[config.mk]
export PLATFORM = sky130hd
export DESIGN_NAME = motor_arming_watchdog_fsm_flat
export DESIGN_NICKNAME = d
export VERILOG_FILES = /design/src/design/maw_pkg.sv /design/src/design/maw_ifs.sv /design/src/design/motor_arming_watchdog_fsm.sv /design/src/design/maw_cfg_regs.sv /design/src/design/maw_core.sv /design/src/flat_wrapper.sv
export SDC_FILE = /design/constraint.sdc
export NUM_CORES = 1
export LEC_CHECK = 0
export ABC_AREA = 1
export BUFFER_PORTS_ARGS = -buffer_cell sky130_fd_sc_hd__buf_2
export CAP_MARGIN = 20
export CORE_ASPECT_RATIO = 0.6
export CORE_MARGIN = 3
export CORE_UTILIZATION = 35
export DETAILED_ROUTE_END_ITERATION = 7
export GPL_ROUTABILITY_DRIVEN = 0
export MAX_ROUTING_LAYER = met4
export RECOVER_POWER = 50
export SLEW_MARGIN = 20
export SYNTH_ARGS = -nofsm -noshare
export SYNTH_HDL_FRONTEND = slang
export SYNTH_SLANG_ARGS = --single-unit
[constraint.sdc]
create_clock -name clk -period 10.8 [get_ports clk]
set_input_delay 1.08 -clock clk [delete_from_list [all_inputs] [get_ports clk]]
set_output_delay 1.08 -clock clk [all_outputs]
set_load 0.03 [all_outputs]
[src/design/maw_pkg.sv]
// Shared types, codes and constants for the motor arming watchdog.
package maw_pkg;

	localparam int KIND_W     = 3;
	localparam int SIGN_W     = 2;
	localparam int DUTY_W     = 11;
	localparam int TIME_W     = 32;
	localparam int CONN_W     = 3;
	localparam int PHASE_W    = 3;
	localparam int CFG_IDX_W  = 3;
	localparam int CFG_DATA_W = 32;

	localparam logic [DUTY_W-1:0] DUTY_LIMIT_DEF     = 11'd1000;
	localparam logic [TIME_W-1:0] WATCHDOG_LIMIT_DEF = 32'd60000;

	localparam logic [CONN_W-1:0] CONN_MIN = 3'd1;
	localparam logic [CONN_W-1:0] CONN_MAX = 3'd4;

	localparam logic [SIGN_W-1:0] SIGN_POS  = 2'b01;
	localparam logic [SIGN_W-1:0] SIGN_NEG  = 2'b11;
	localparam logic [SIGN_W-1:0] SIGN_ZERO = 2'b00;

	typedef enum logic [KIND_W-1:0] {
		KIND_COMMIT    = 3'd0,
		KIND_ARM       = 3'd1,
		KIND_RUN       = 3'd2,
		KIND_HEARTBEAT = 3'd3,
		KIND_STOP      = 3'd4,
		KIND_RESET     = 3'd5,
		KIND_SERVICE   = 3'd6
	} kind_t;

	typedef enum logic [PHASE_W-1:0] {
		PH_UNCONF   = 3'd0,
		PH_DISARMED = 3'd1,
		PH_ARMED    = 3'd2,
		PH_RUNNING  = 3'd3,
		PH_FAULT    = 3'd4
	} phase_t;

	typedef enum logic [CFG_IDX_W-1:0] {
		CFG_CONNECTOR = 3'd0,
		CFG_MOTOR_POL = 3'd1,
		CFG_ENC_POL   = 3'd2,
		CFG_CEILING   = 3'd3,
		CFG_WATCHDOG  = 3'd4
	} cfg_idx_t;

	typedef struct packed {
		logic [KIND_W-1:0] kind;
		logic [SIGN_W-1:0] direction_request;
		logic [DUTY_W-1:0] duty_request;
		logic [TIME_W-1:0] time_now;
	} cmd_t;

	typedef struct packed {
		logic              accepted;
		phase_t            phase_code;
		logic [SIGN_W-1:0] direction_held;
		logic [SIGN_W-1:0] drive_direction;
		logic [DUTY_W-1:0] duty_applied;
		logic              drive_enabled;
	} rsp_t;

	typedef struct packed {
		logic [CONN_W-1:0] connector_number;
		logic [SIGN_W-1:0] motor_polarity;
		logic [SIGN_W-1:0] encoder_polarity;
		logic [DUTY_W-1:0] duty_ceiling;
		logic [TIME_W-1:0] watchdog_period;
	} cfg_t;

	function automatic logic sign_ok(input logic [SIGN_W-1:0] s);
		return (s == SIGN_POS) || (s == SIGN_NEG);
	endfunction

endpackage

[src/design/maw_ifs.sv]
// Handshake channel interfaces: command in, response out, config write.
interface maw_cmd_if;
	logic                         valid;
	logic                         ready;
	logic [maw_pkg::KIND_W-1:0]   kind;
	logic [maw_pkg::SIGN_W-1:0]   direction_request;
	logic [maw_pkg::DUTY_W-1:0]   duty_request;
	logic [maw_pkg::TIME_W-1:0]   time_now;

	modport source (output valid, kind, direction_request, duty_request, time_now,
		input ready);
	modport sink (input valid, kind, direction_request, duty_request, time_now,
		output ready);
endinterface

interface maw_rsp_if;
	logic                         valid;
	logic                         ready;
	logic                         accepted;
	logic [maw_pkg::PHASE_W-1:0]  phase_code;
	logic [maw_pkg::SIGN_W-1:0]   direction_held;
	logic [maw_pkg::SIGN_W-1:0]   drive_direction;
	logic [maw_pkg::DUTY_W-1:0]   duty_applied;
	logic                         drive_enabled;

	modport source (output valid, accepted, phase_code, direction_held, drive_direction,
		duty_applied, drive_enabled, input ready);
	modport sink (input valid, accepted, phase_code, direction_held, drive_direction,
		duty_applied, drive_enabled, output ready);
endinterface

interface maw_cfg_if;
	logic                            valid;
	logic                            ready;
	logic [maw_pkg::CFG_IDX_W-1:0]   index;
	logic [maw_pkg::CFG_DATA_W-1:0]  data;

	modport source (output valid, index, data, input ready);
	modport sink (input valid, index, data, output ready);
endinterface

[src/design/motor_arming_watchdog_fsm.sv]
// Top level of the motor arming watchdog: command register, core, response register.
//
// One command in, one response out. A command transfer lands in the input
// register; once the response register is free or draining, the core
// evaluates it against the phase and latched setup (a handful of compares
// plus one 32-bit wrap-around subtract for the watchdog check), updates its
// state and loads the response register. So each command passes through the
// input register and then the response register, and one command per cycle
// is sustained as long as the response side keeps taking transfers. When
// the response register is held, the input register holds its command and
// cmd.ready drops only once both are full. Config registers are written over
// the cfg channel (always ready) and must only change while no command is in
// flight; a commit copies the checked values into the core.
module motor_arming_watchdog_fsm #(
	parameter logic [maw_pkg::DUTY_W-1:0] DUTY_LIMIT     = maw_pkg::DUTY_LIMIT_DEF,
	parameter logic [maw_pkg::TIME_W-1:0] WATCHDOG_LIMIT = maw_pkg::WATCHDOG_LIMIT_DEF
) (
	input logic        clk,
	input logic        arst_n,
	maw_cmd_if.sink    cmd,
	maw_rsp_if.source  rsp,
	maw_cfg_if.sink    cfg
);

	// input register
	logic           valid_s1;
	maw_pkg::cmd_t  cmd_s1;

	// response register
	logic           rsp_valid_q;
	maw_pkg::rsp_t  rsp_q;

	maw_pkg::cfg_t  cfg_regs;
	maw_pkg::rsp_t  result;
	logic           advance;
	logic           cmd_xfer;

	// the held command moves on whenever the response slot is free or draining
	assign advance  = valid_s1 && (!rsp_valid_q || rsp.ready);
	assign cmd.ready = !valid_s1 || advance;
	assign cmd_xfer = cmd.valid && cmd.ready;

	always_ff @(posedge clk or negedge arst_n) begin
		if (!arst_n) begin
			valid_s1 <= 1'b0;
		end else if (cmd_xfer) begin
			valid_s1 <= 1'b1;
		end else if (advance) begin
			valid_s1 <= 1'b0;
		end
	end

	always_ff @(posedge clk) begin
		if (cmd_xfer) begin
			cmd_s1.kind              <= cmd.kind;
			cmd_s1.direction_request <= cmd.direction_request;
			cmd_s1.duty_request      <= cmd.duty_request;
			cmd_s1.time_now          <= cmd.time_now;
		end
	end

	assign cfg.ready = 1'b1;

	maw_cfg_regs u_cfg_regs (
		.clk      (clk),
		.arst_n   (arst_n),
		.wr_en    (cfg.valid),
		.wr_index (cfg.index),
		.wr_data  (cfg.data),
		.cfg      (cfg_regs)
	);

	maw_core #(
		.DUTY_LIMIT     (DUTY_LIMIT),
		.WATCHDOG_LIMIT (WATCHDOG_LIMIT)
	) u_core (
		.clk    (clk),
		.arst_n (arst_n),
		.fire   (advance),
		.cmd    (cmd_s1),
		.cfg    (cfg_regs),
		.result (result)
	);

	always_ff @(posedge clk or negedge arst_n) begin
		if (!arst_n) begin
			rsp_valid_q <= 1'b0;
		end else if (advance) begin
			rsp_valid_q <= 1'b1;
		end else if (rsp.ready) begin
			rsp_valid_q <= 1'b0;
		end
	end

	always_ff @(posedge clk) begin
		if (advance) begin
			rsp_q <= result;
		end
	end

	assign rsp.valid           = rsp_valid_q;
	assign rsp.accepted        = rsp_q.accepted;
	assign rsp.phase_code      = rsp_q.phase_code;
	assign rsp.direction_held  = rsp_q.direction_held;
	assign rsp.drive_direction = rsp_q.drive_direction;
	assign rsp.duty_applied    = rsp_q.duty_applied;
	assign rsp.drive_enabled   = rsp_q.drive_enabled;

	// output is only ever live in the running phase
	a_enable_running: assert property (@(posedge clk) disable iff (!arst_n)
		rsp.valid && rsp.drive_enabled |-> rsp.phase_code == maw_pkg::PH_RUNNING)
		else $error("drive enabled outside running phase");

	// duty and electrical direction are cleared together with the enable
	a_enable_duty: assert property (@(posedge clk) disable iff (!arst_n)
		rsp.valid |-> (rsp.drive_enabled == (rsp.duty_applied != '0)) &&
		(rsp.drive_enabled == (rsp.drive_direction != maw_pkg::SIGN_ZERO)))
		else $error("drive fields out of step with enable");

	// a held command is never dropped while the response side stalls
	a_hold_cmd: assert property (@(posedge clk) disable iff (!arst_n)
		valid_s1 && !advance |=> valid_s1 && $stable(cmd_s1))
		else $error("stalled command lost");

endmodule

[src/design/maw_cfg_regs.sv]
// Configuration register file, written through the config channel.
module maw_cfg_regs (
	input  logic                            clk,
	input  logic                            arst_n,
	input  logic                            wr_en,
	input  logic [maw_pkg::CFG_IDX_W-1:0]   wr_index,
	input  logic [maw_pkg::CFG_DATA_W-1:0]  wr_data,
	output maw_pkg::cfg_t                   cfg
);

	maw_pkg::cfg_t cfg_q;

	always_ff @(posedge clk or negedge arst_n) begin
		if (!arst_n) begin
			cfg_q <= '0;
		end else if (wr_en) begin
			case (maw_pkg::cfg_idx_t'(wr_index))
				maw_pkg::CFG_CONNECTOR: begin
					cfg_q.connector_number <= wr_data[maw_pkg::CONN_W-1:0];
				end
				maw_pkg::CFG_MOTOR_POL: begin
					cfg_q.motor_polarity <= wr_data[maw_pkg::SIGN_W-1:0];
				end
				maw_pkg::CFG_ENC_POL: begin
					cfg_q.encoder_polarity <= wr_data[maw_pkg::SIGN_W-1:0];
				end
				maw_pkg::CFG_CEILING: begin
					cfg_q.duty_ceiling <= wr_data[maw_pkg::DUTY_W-1:0];
				end
				maw_pkg::CFG_WATCHDOG: begin
					cfg_q.watchdog_period <= wr_data[maw_pkg::TIME_W-1:0];
				end
				default: begin
				end
			endcase
		end
	end

	assign cfg = cfg_q;

endmodule

[src/design/maw_core.sv]
// Phase machine and drive state: evaluates one command and updates state.
module maw_core #(
	parameter logic [maw_pkg::DUTY_W-1:0] DUTY_LIMIT     = maw_pkg::DUTY_LIMIT_DEF,
	parameter logic [maw_pkg::TIME_W-1:0] WATCHDOG_LIMIT = maw_pkg::WATCHDOG_LIMIT_DEF
) (
	input  logic           clk,
	input  logic           arst_n,
	input  logic           fire,
	input  maw_pkg::cmd_t  cmd,
	input  maw_pkg::cfg_t  cfg,
	output maw_pkg::rsp_t  result
);

	maw_pkg::phase_t               phase_q, phase_d;
	logic                          setup_q, setup_d;
	logic [maw_pkg::TIME_W-1:0]    hb_q, hb_d;
	logic [maw_pkg::SIGN_W-1:0]    hdir_q, hdir_d;
	logic [maw_pkg::SIGN_W-1:0]    ddir_q, ddir_d;
	logic [maw_pkg::DUTY_W-1:0]    hduty_q, hduty_d;
	logic                          on_q, on_d;
	logic [maw_pkg::DUTY_W-1:0]    ceil_q, ceil_d;
	logic [maw_pkg::SIGN_W-1:0]    pol_q, pol_d;
	logic [maw_pkg::TIME_W-1:0]    tmo_q, tmo_d;
	logic                          ok;

	logic                          active;
	logic                          commit_ok;
	logic                          arm_ok;
	logic                          run_ok;
	logic                          overdue;
	logic [maw_pkg::TIME_W-1:0]    elapsed;

	assign active = (phase_q == maw_pkg::PH_ARMED) || (phase_q == maw_pkg::PH_RUNNING);

	assign commit_ok = (cfg.connector_number >= maw_pkg::CONN_MIN) &&
		(cfg.connector_number <= maw_pkg::CONN_MAX) &&
		maw_pkg::sign_ok(cfg.motor_polarity) && maw_pkg::sign_ok(cfg.encoder_polarity) &&
		(cfg.duty_ceiling != '0) && (cfg.duty_ceiling <= DUTY_LIMIT) &&
		(cfg.watchdog_period != '0) && (cfg.watchdog_period <= WATCHDOG_LIMIT);

	assign arm_ok = setup_q && (phase_q == maw_pkg::PH_DISARMED);

	assign run_ok = setup_q && active && maw_pkg::sign_ok(cmd.direction_request) &&
		(cmd.duty_request != '0) && (cmd.duty_request <= ceil_q);

	// wraps modulo 2^32
	assign elapsed = cmd.time_now - hb_q;
	assign overdue = active && (elapsed > tmo_q);

	// next phase
	always_comb begin
		phase_d = phase_q;
		case (maw_pkg::kind_t'(cmd.kind))
			maw_pkg::KIND_COMMIT: begin
				phase_d = commit_ok ? maw_pkg::PH_DISARMED : maw_pkg::PH_FAULT;
			end
			maw_pkg::KIND_ARM: begin
				if (arm_ok) phase_d = maw_pkg::PH_ARMED;
			end
			maw_pkg::KIND_RUN: begin
				phase_d = run_ok ? maw_pkg::PH_RUNNING : maw_pkg::PH_FAULT;
			end
			maw_pkg::KIND_STOP: begin
				phase_d = setup_q ? maw_pkg::PH_DISARMED : maw_pkg::PH_UNCONF;
			end
			maw_pkg::KIND_RESET: begin
				phase_d = maw_pkg::PH_UNCONF;
			end
			maw_pkg::KIND_SERVICE: begin
				if (setup_q && overdue) phase_d = maw_pkg::PH_FAULT;
			end
			default: begin
			end
		endcase
	end

	// drive, latch and status updates
	always_comb begin
		setup_d = setup_q;
		hb_d    = hb_q;
		hdir_d  = hdir_q;
		ddir_d  = ddir_q;
		hduty_d = hduty_q;
		on_d    = on_q;
		ceil_d  = ceil_q;
		pol_d   = pol_q;
		tmo_d   = tmo_q;
		ok      = 1'b0;
		case (maw_pkg::kind_t'(cmd.kind))
			maw_pkg::KIND_COMMIT: begin
				hdir_d  = maw_pkg::SIGN_ZERO;
				ddir_d  = maw_pkg::SIGN_ZERO;
				hduty_d = '0;
				on_d    = 1'b0;
				if (commit_ok) begin
					ceil_d  = cfg.duty_ceiling;
					pol_d   = cfg.motor_polarity;
					tmo_d   = cfg.watchdog_period;
					setup_d = 1'b1;
					hb_d    = cmd.time_now;
					ok      = 1'b1;
				end else begin
					ceil_d  = '0;
					pol_d   = maw_pkg::SIGN_ZERO;
					tmo_d   = '0;
					setup_d = 1'b0;
					hb_d    = '0;
				end
			end
			maw_pkg::KIND_ARM: begin
				if (arm_ok) begin
					hdir_d  = maw_pkg::SIGN_ZERO;
					ddir_d  = maw_pkg::SIGN_ZERO;
					hduty_d = '0;
					on_d    = 1'b0;
					hb_d    = cmd.time_now;
					ok      = 1'b1;
				end
			end
			maw_pkg::KIND_RUN: begin
				if (run_ok) begin
					hdir_d  = cmd.direction_request;
					// product of two unit signs
					ddir_d  = (cmd.direction_request == pol_q) ? maw_pkg::SIGN_POS
						: maw_pkg::SIGN_NEG;
					hduty_d = cmd.duty_request;
					on_d    = 1'b1;
					hb_d    = cmd.time_now;
					ok      = 1'b1;
				end else begin
					hdir_d  = maw_pkg::SIGN_ZERO;
					ddir_d  = maw_pkg::SIGN_ZERO;
					hduty_d = '0;
					on_d    = 1'b0;
				end
			end
			maw_pkg::KIND_HEARTBEAT: begin
				if (active) begin
					hb_d = cmd.time_now;
					ok   = 1'b1;
				end
			end
			maw_pkg::KIND_STOP: begin
				hdir_d  = maw_pkg::SIGN_ZERO;
				ddir_d  = maw_pkg::SIGN_ZERO;
				hduty_d = '0;
				on_d    = 1'b0;
				ok      = 1'b1;
			end
			maw_pkg::KIND_RESET: begin
				setup_d = 1'b0;
				hb_d    = '0;
				hdir_d  = maw_pkg::SIGN_ZERO;
				ddir_d  = maw_pkg::SIGN_ZERO;
				hduty_d = '0;
				on_d    = 1'b0;
				ceil_d  = '0;
				pol_d   = maw_pkg::SIGN_ZERO;
				tmo_d   = '0;
				ok      = 1'b1;
			end
			maw_pkg::KIND_SERVICE: begin
				if (setup_q) begin
					if (overdue) begin
						hdir_d  = maw_pkg::SIGN_ZERO;
						ddir_d  = maw_pkg::SIGN_ZERO;
						hduty_d = '0;
						on_d    = 1'b0;
					end else begin
						ok = 1'b1;
					end
				end
			end
			default: begin
			end
		endcase
	end

	always_ff @(posedge clk or negedge arst_n) begin
		if (!arst_n) begin
			phase_q <= maw_pkg::PH_UNCONF;
			setup_q <= 1'b0;
			hb_q    <= '0;
			hdir_q  <= maw_pkg::SIGN_ZERO;
			ddir_q  <= maw_pkg::SIGN_ZERO;
			hduty_q <= '0;
			on_q    <= 1'b0;
			ceil_q  <= '0;
			pol_q   <= maw_pkg::SIGN_ZERO;
			tmo_q   <= '0;
		end else if (fire) begin
			phase_q <= phase_d;
			setup_q <= setup_d;
			hb_q    <= hb_d;
			hdir_q  <= hdir_d;
			ddir_q  <= ddir_d;
			hduty_q <= hduty_d;
			on_q    <= on_d;
			ceil_q  <= ceil_d;
			pol_q   <= pol_d;
			tmo_q   <= tmo_d;
		end
	end

	always_comb begin
		result.accepted        = ok;
		result.phase_code      = phase_d;
		result.direction_held  = hdir_d;
		result.drive_direction = ddir_d;
		result.duty_applied    = hduty_d;
		result.drive_enabled   = on_d;
	end

endmodule

[src/flat_wrapper.sv]
// flat-port wrapper written by rule: the top's interface ports become plain ports
module motor_arming_watchdog_fsm_flat 
#(
	parameter logic [maw_pkg::DUTY_W-1:0] DUTY_LIMIT     = maw_pkg::DUTY_LIMIT_DEF,
	parameter logic [maw_pkg::TIME_W-1:0] WATCHDOG_LIMIT = maw_pkg::WATCHDOG_LIMIT_DEF
)
  (clk, arst_n, cmd_valid, cmd_kind, cmd_direction_request, cmd_duty_request, cmd_time_now, cmd_ready, rsp_valid, rsp_accepted, rsp_phase_code, rsp_direction_held, rsp_drive_direction, rsp_duty_applied, rsp_drive_enabled, rsp_ready, cfg_valid, cfg_index, cfg_data, cfg_ready);
  maw_cmd_if cmd_i ();
  maw_rsp_if rsp_i ();
  maw_cfg_if cfg_i ();
  input logic clk;
  input logic arst_n;
  input wire logic [$bits(cmd_i.valid)-1:0] cmd_valid;
  input wire logic [$bits(cmd_i.kind)-1:0] cmd_kind;
  input wire logic [$bits(cmd_i.direction_request)-1:0] cmd_direction_request;
  input wire logic [$bits(cmd_i.duty_request)-1:0] cmd_duty_request;
  input wire logic [$bits(cmd_i.time_now)-1:0] cmd_time_now;
  output wire logic [$bits(cmd_i.ready)-1:0] cmd_ready;
  output wire logic [$bits(rsp_i.valid)-1:0] rsp_valid;
  output wire logic [$bits(rsp_i.accepted)-1:0] rsp_accepted;
  output wire logic [$bits(rsp_i.phase_code)-1:0] rsp_phase_code;
  output wire logic [$bits(rsp_i.direction_held)-1:0] rsp_direction_held;
  output wire logic [$bits(rsp_i.drive_direction)-1:0] rsp_drive_direction;
  output wire logic [$bits(rsp_i.duty_applied)-1:0] rsp_duty_applied;
  output wire logic [$bits(rsp_i.drive_enabled)-1:0] rsp_drive_enabled;
  input wire logic [$bits(rsp_i.ready)-1:0] rsp_ready;
  input wire logic [$bits(cfg_i.valid)-1:0] cfg_valid;
  input wire logic [$bits(cfg_i.index)-1:0] cfg_index;
  input wire logic [$bits(cfg_i.data)-1:0] cfg_data;
  output wire logic [$bits(cfg_i.ready)-1:0] cfg_ready;
  assign cmd_i.valid = cmd_valid;
  assign cmd_i.kind = cmd_kind;
  assign cmd_i.direction_request = cmd_direction_request;
  assign cmd_i.duty_request = cmd_duty_request;
  assign cmd_i.time_now = cmd_time_now;
  assign cmd_ready = cmd_i.ready;
  assign rsp_valid = rsp_i.valid;
  assign rsp_accepted = rsp_i.accepted;
  assign rsp_phase_code = rsp_i.phase_code;
  assign rsp_direction_held = rsp_i.direction_held;
  assign rsp_drive_direction = rsp_i.drive_direction;
  assign rsp_duty_applied = rsp_i.duty_applied;
  assign rsp_drive_enabled = rsp_i.drive_enabled;
  assign rsp_i.ready = rsp_ready;
  assign cfg_i.valid = cfg_valid;
  assign cfg_i.index = cfg_index;
  assign cfg_i.data = cfg_data;
  assign cfg_ready = cfg_i.ready;
  motor_arming_watchdog_fsm #(.DUTY_LIMIT(DUTY_LIMIT), .WATCHDOG_LIMIT(WATCHDOG_LIMIT)) u_core (.clk(clk), .arst_n(arst_n), .cmd(cmd_i), .rsp(rsp_i), .cfg(cfg_i));
endmodule
Word level (Yosys, flattened, before mapping)
Index checks and enable logic that the tools add are counted.
- $add $sub $neg: 1
- $lt $le $gt $ge: 6
- equal/unequal tests: 23
- mux-type cells: 49
- reductions and logical operators: 42
- operators by type and width (kind ; count):
    $mux W32 ; 5
    $pmux W32 S5 ; 1
    $pmux W32 S2 ; 1
    $mux W11 ; 5
    $pmux W11 S4 ; 1
    $gt A32 B32 Y1 ; 1
    $le A32 B16 Y1 const B ; 1
    $reduce_bool A32 Y1 ; 1
    $sub A32 B32 Y32 ; 1
    $pmux W11 S2 ; 1
    $reduce_bool A11 Y1 ; 2
    $mux W2 ; 10
    $eq A3 B2 Y1 const B ; 6
    $pmux W3 S6 ; 1
    $logic_and A1 B1 Y1 ; 16
    $pmux W2 S4 ; 2
    $mux W1 ; 14
    $eq A3 B3 Y1 const B ; 4
    $mux W3 ; 4
    $reduce_and A2 Y1 ; 6
    $le A11 B10 Y1 const B ; 1
    $le A11 B11 Y1 ; 1
    $eq A3 B1 Y1 const B ; 3
    $eq A2 B1 Y1 const B ; 3
    other kinds (17) ; 30
- register bits after elaboration: 217
- input bits: 88
- output and inout port bits: 23
- logic and storage cells: 148

Logic depth before layout (Yosys ltp)
- depth after elaboration: 10
- depth in mapped cells: 28

Hierarchy
From an unflattened synthesis, not the netlist that was laid out.
- cells, all modules: 1542
- area total of the unflattened synthesis: 12451.9 um^2
- by module, submodules not included (module ; times used ; cells each ; area each (um^2) ; sequential area each (um^2)):
    maw_core ; 1 ; 1229 ; 8265.4 ; 2427.3
    motor_arming_watchdog_fsm ; 1 ; 82 ; 2148.3 ; 2092.0
    maw_cfg_regs ; 1 ; 231 ; 2038.2 ; 1251.2

Worst setup path before layout
OpenSTA, ideal clock, no wires.
- kind: flip-flop to flip-flop
- from: register u_core.cmd_s1[2] (netlist bit)
- to: register u_core.rsp_q, in the netlist u_core.rsp.duty_applied[1], data pin
- library setup time: 267 ps
- arrival time: 3218 ps
- slack: 7315 ps
- stages on the path, launching flop included: 25
- buffers on the path: 1
- path through: edfxtp_1 ha_1 a21oi_1 nand2_1 a21oi_1 o21ai_0 a21oi_1 inv_1 nand2_1 nand2_1 nand2_1 nand2_1 nand2_1 nand2_1 ha_1 nand2_1 nor2_1 nand2_1 nor3_1 nand2_1 nand2_1 nand3_2 buf_4 nand3_1 nand3b_2
- RTL lines (element ; RTL line ; source):
    start: declaration ; motor_arming_watchdog_fsm.sv:27 ; maw_pkg::cmd_t cmd_s1;
    end signal: assignment ; motor_arming_watchdog_fsm.sv:97 ; rsp_q <= result;
    end: declaration ; motor_arming_watchdog_fsm.sv:31 ; maw_pkg::rsp_t rsp_q;

==> run metrics <==
post-CTS setup buffers 0; number of synthesized register bits ~220; Chip Height ~150 um; clock share of power around 29%; Worst EP arrival 4710 ps; top cell type's share of synthesized area between 30% and 40%; sw frac 36.3%; ANT nets after route 0; Ant. Diodes 0; Post-Syn Instances between 1000 and 1500; failing checks max-capacitance violations, max-slew violations; Layout area overhead 14.7%; Reg clk slew, reported paths approximately 70 ps; Worst Setup SP u_core.cmd_s1[0]$_DFFE_PP_; register share of total power approximately 37%; Final #Nets ~1600; setup violators final 0; max_cap viols 2; Avg Vias per Cell just under 5; # rows 50; largest net degree at the start of global routing 78; vias in the first global route 9076; asr flop ratio synth between 60% and 70%; Mapped Nets roughly 1500; worst vdd ir 0.112 mV; final period utilization slightly above 40%; critical path type flip-flop to flip-flop; RSZ-0062 raised after global routing false; Syn Area/Cell 8.74 um2; Yosys cell types 46; H-tree depth 1; Routed WL 28.8 mm; sequential area share after synthesis around half; Core ar. ~32000 um2; area leader, netlist dfrtp_1; Leakage Power 6.25 nW; Root Buffer clkbuf_16; Num CTS Buffers 23; Hold Fails Final Rpt 0; fmax about 230 MHz; mapped cell area 11600 um2; internal power between 1.5 and 2 mW; YS warnings 0; Post-DP HPWL approximately 21 mm; logic gate share of total power between 30% and 40%; layout cells sized above 1 roughly 12%; Hold Path Depth 2; PwrDens around 210 nW/um2; critical path peak fanout 19; drt wl/cell 15.4 um; Hold Crit Endpoint u_core.u_core.tmo_q[16]$_DFFE_PN0P_; Pre-antenna DRT Iters 5; prevailing post-synth register cell dfrtp_1; routed vias between 9000 and 10000; CTS sink count 216; Register-to-Register Path Depth 20; port bufs about 110; FF-to-FF setup slack approximately 6400 ps; Worst R2R End u_core.rsp.duty_applied[5]$_DFFE_PP_; crit start category flip-flop; final non-filler cell total between 1500 and 2000; Longest Clk Path Bufs 3; Post-synth top cells nand2_1 (297), inv_1 (174), dfrtp_1 (148), nor2_1 (105), nand3_1 (96); min-delay worst type flip-flop to flip-flop; total die area between 30000 and 40000 um2; fin area 13300 um2; Initial Util 36.4%; # IOs ~110; DRT iter0 DRCs around 740; Final Critical Period roughly 4400 ps; Slew @ Worst Pin 4120 ps; DP Cell Count roughly 1800; Critical Path RT 11070 ps; Power Total 2.78 mW; Worst Skew roughly 14 ps; Setup TNS Final 0 ps; DP Area 12600 um2; grt ovf 0; first-pass GRT wire length ~47 mm; Slew headroom -174%; Max Slew Vio Count roughly 130; outcome finished, violations left; Post-CTS Resized 0; Switch Pwr 1.01 mW; GR Util All Layers between 15 and 20%; chip width approximately 240 um; initial antenna violation count 0; number of flops mapped to enable cells by yosys a little under 70; Clock Latency Late Sink roughly 540 ps; largest cells by area after synthesis dfrtp_1 (32%), edfxtp_1 (18%), nand2_1 (9.6%), ha_1 (8.0%), inv_1 (5.6%); CTS tree yes; min-delay src u_core.u_core.tmo_q[16]$_DFFE_PN0P_; worst r2r src u_core.cmd_s1[0]$_DFFE_PP_; number of remaining DRC errors 0; most common cell in the netlist nand2_1; hold_buf cts 0; critical path capture point type flip-flop
-- through the flow --
stage,util [%],worst slack [ps],hold WS [ps]
2_1_floorplan,-,7310,453
5_1_grt,41.7,5540,511
6_report,41.7,6370,495
3_5_place_dp,39.4,6450,479
3_3_place_gp,39.4,6580,470
4_1_cts,41.8,6440,495
-- worst max-delay path, cell delays in order (launching register included) --
cell and delay [ps]:
edfxtp_1 380, inv_1 70, ha_1 140, inv_1 60, fa_1 410, nand3_1 110, nand2_1 110, nand3_1 90
nand2_1 150, a21boi_0 400, o21ai_0 240, a21oi_1 210, xnor2_1 130, ha_1 310, nand3_1 80, nor3_1 360
nand2_1 90, nand2_1 100, nand3_2 380, nand3_1 240, nand3b_2 110
-- worst max-delay path by stage --
| stage | cells after the start | to | slack [ps] |
|---|---|---|---|
| detailed placement | 20 | u_core.rsp.duty_applied[5]$_DFFE_PP_ | 6450 |
| floorplan | 24 | u_core.rsp.duty_applied[1]$_DFFE_PP_ | 7310 |
| finish | 20 | u_core.rsp.duty_applied[5]$_DFFE_PP_ | 6370 |
| global placement | 20 | u_core.rsp.duty_applied[6]$_DFFE_PP_ | 6580 |
| CTS | 20 | u_core.rsp.duty_applied[5]$_DFFE_PP_ | 6440 |
| global route | 1 | u_core.u_core.hdir_q[0]$_DFFE_PN0P_ | 5540 |
-- cell usage in the layout (no fill, tap or decap), types with 18 or more instances in the layout --
| master | netlist | final |
|---|---|---|
| a21oi_1 | 72 | 72 |
| buf_2 | 15 | 97 |
| clkbuf_16 | 0 | 24 |
| dfrtp_1 | 148 | 148 |
| edfxtp_1 | 68 | 68 |
| ha_1 | 74 | 74 |
| inv_1 | 174 | 174 |
| nand2_1 | 297 | 297 |
| nand3_1 | 96 | 95 |
| nor2_1 | 105 | 104 |
| o21ai_0 | 93 | 93 |
| o22ai_1 | 21 | 21 |
| xor2_1 | 18 | 18 |
-- power groups by stage --
stage               sequential [mW]  clock [mW]  combinational (mW)
floorplan                      1.03           0               0.671
global placement               1.03           0               0.914
detailed placement             1.03           0               0.937
CTS                            1.01       0.841               0.948
global route                   1.02       0.878                1.09
finish                         1.01       0.818               0.947
-- sequential cells by signal, indices dropped and copies added, names as in the netlist --
register and flops:
u_core.cmd_s1 48, u_core.u_core.ceil_q 11, u_core.rsp.accepted 1, u_core.valid_s1 1, u_core.u_core.on_q 1, u_core.rsp.drive_enabled 1
u_core.rsp.duty_applied 11, u_core.u_core.tmo_q 32, u_core.u_core.pol_q 2, u_core.rsp.valid 1, u_core.u_core.setup_q 1, u_core.rsp.drive_direction 2
u_core.u_core.phase_q 3, u_core.u_core.ddir_q 2, u_core.u_core.hb_q 32, u_core.rsp.phase_code 3, u_core.rsp.direction_held 2, u_core.u_cfg_regs.cfg 49
u_core.u_core.hdir_q 2, u_core.u_core.hduty_q 11
-- per-layer routing --
layer	routed length (um)	global-route usage, %	part of all wire, %
met1	14500	24.7	50
met4	418	2.51	1.5
met2	12500	25.2	43
met5	0	-	0
met3	1390	2.89	4.8
-- kinds of logic (layout without fill, tap and decap cells) --
logic type	after synthesis	after routing	synth area share, %
simple gates	560	560	21.1
compound gates	225	225	10.8
flops	216	216	49.5
buf+inv	213	338	7.44
fa+ha+maj	75	75	8.15
xor+xnor	30	30	2.26
mux	7	7	0.679
other cells	1	1	0.0323
-- layout make-up --
class,count,area [um2]
fillers,3215,18600
flip-flops and latches,216,5750
multi-input cells,898,5010
inverters,178,668
clock buffers,28,626
repair buffers,118,594
well taps,416,520
clock inverters,14,150
Note: power is estimated with default switching activity, not from simulation.
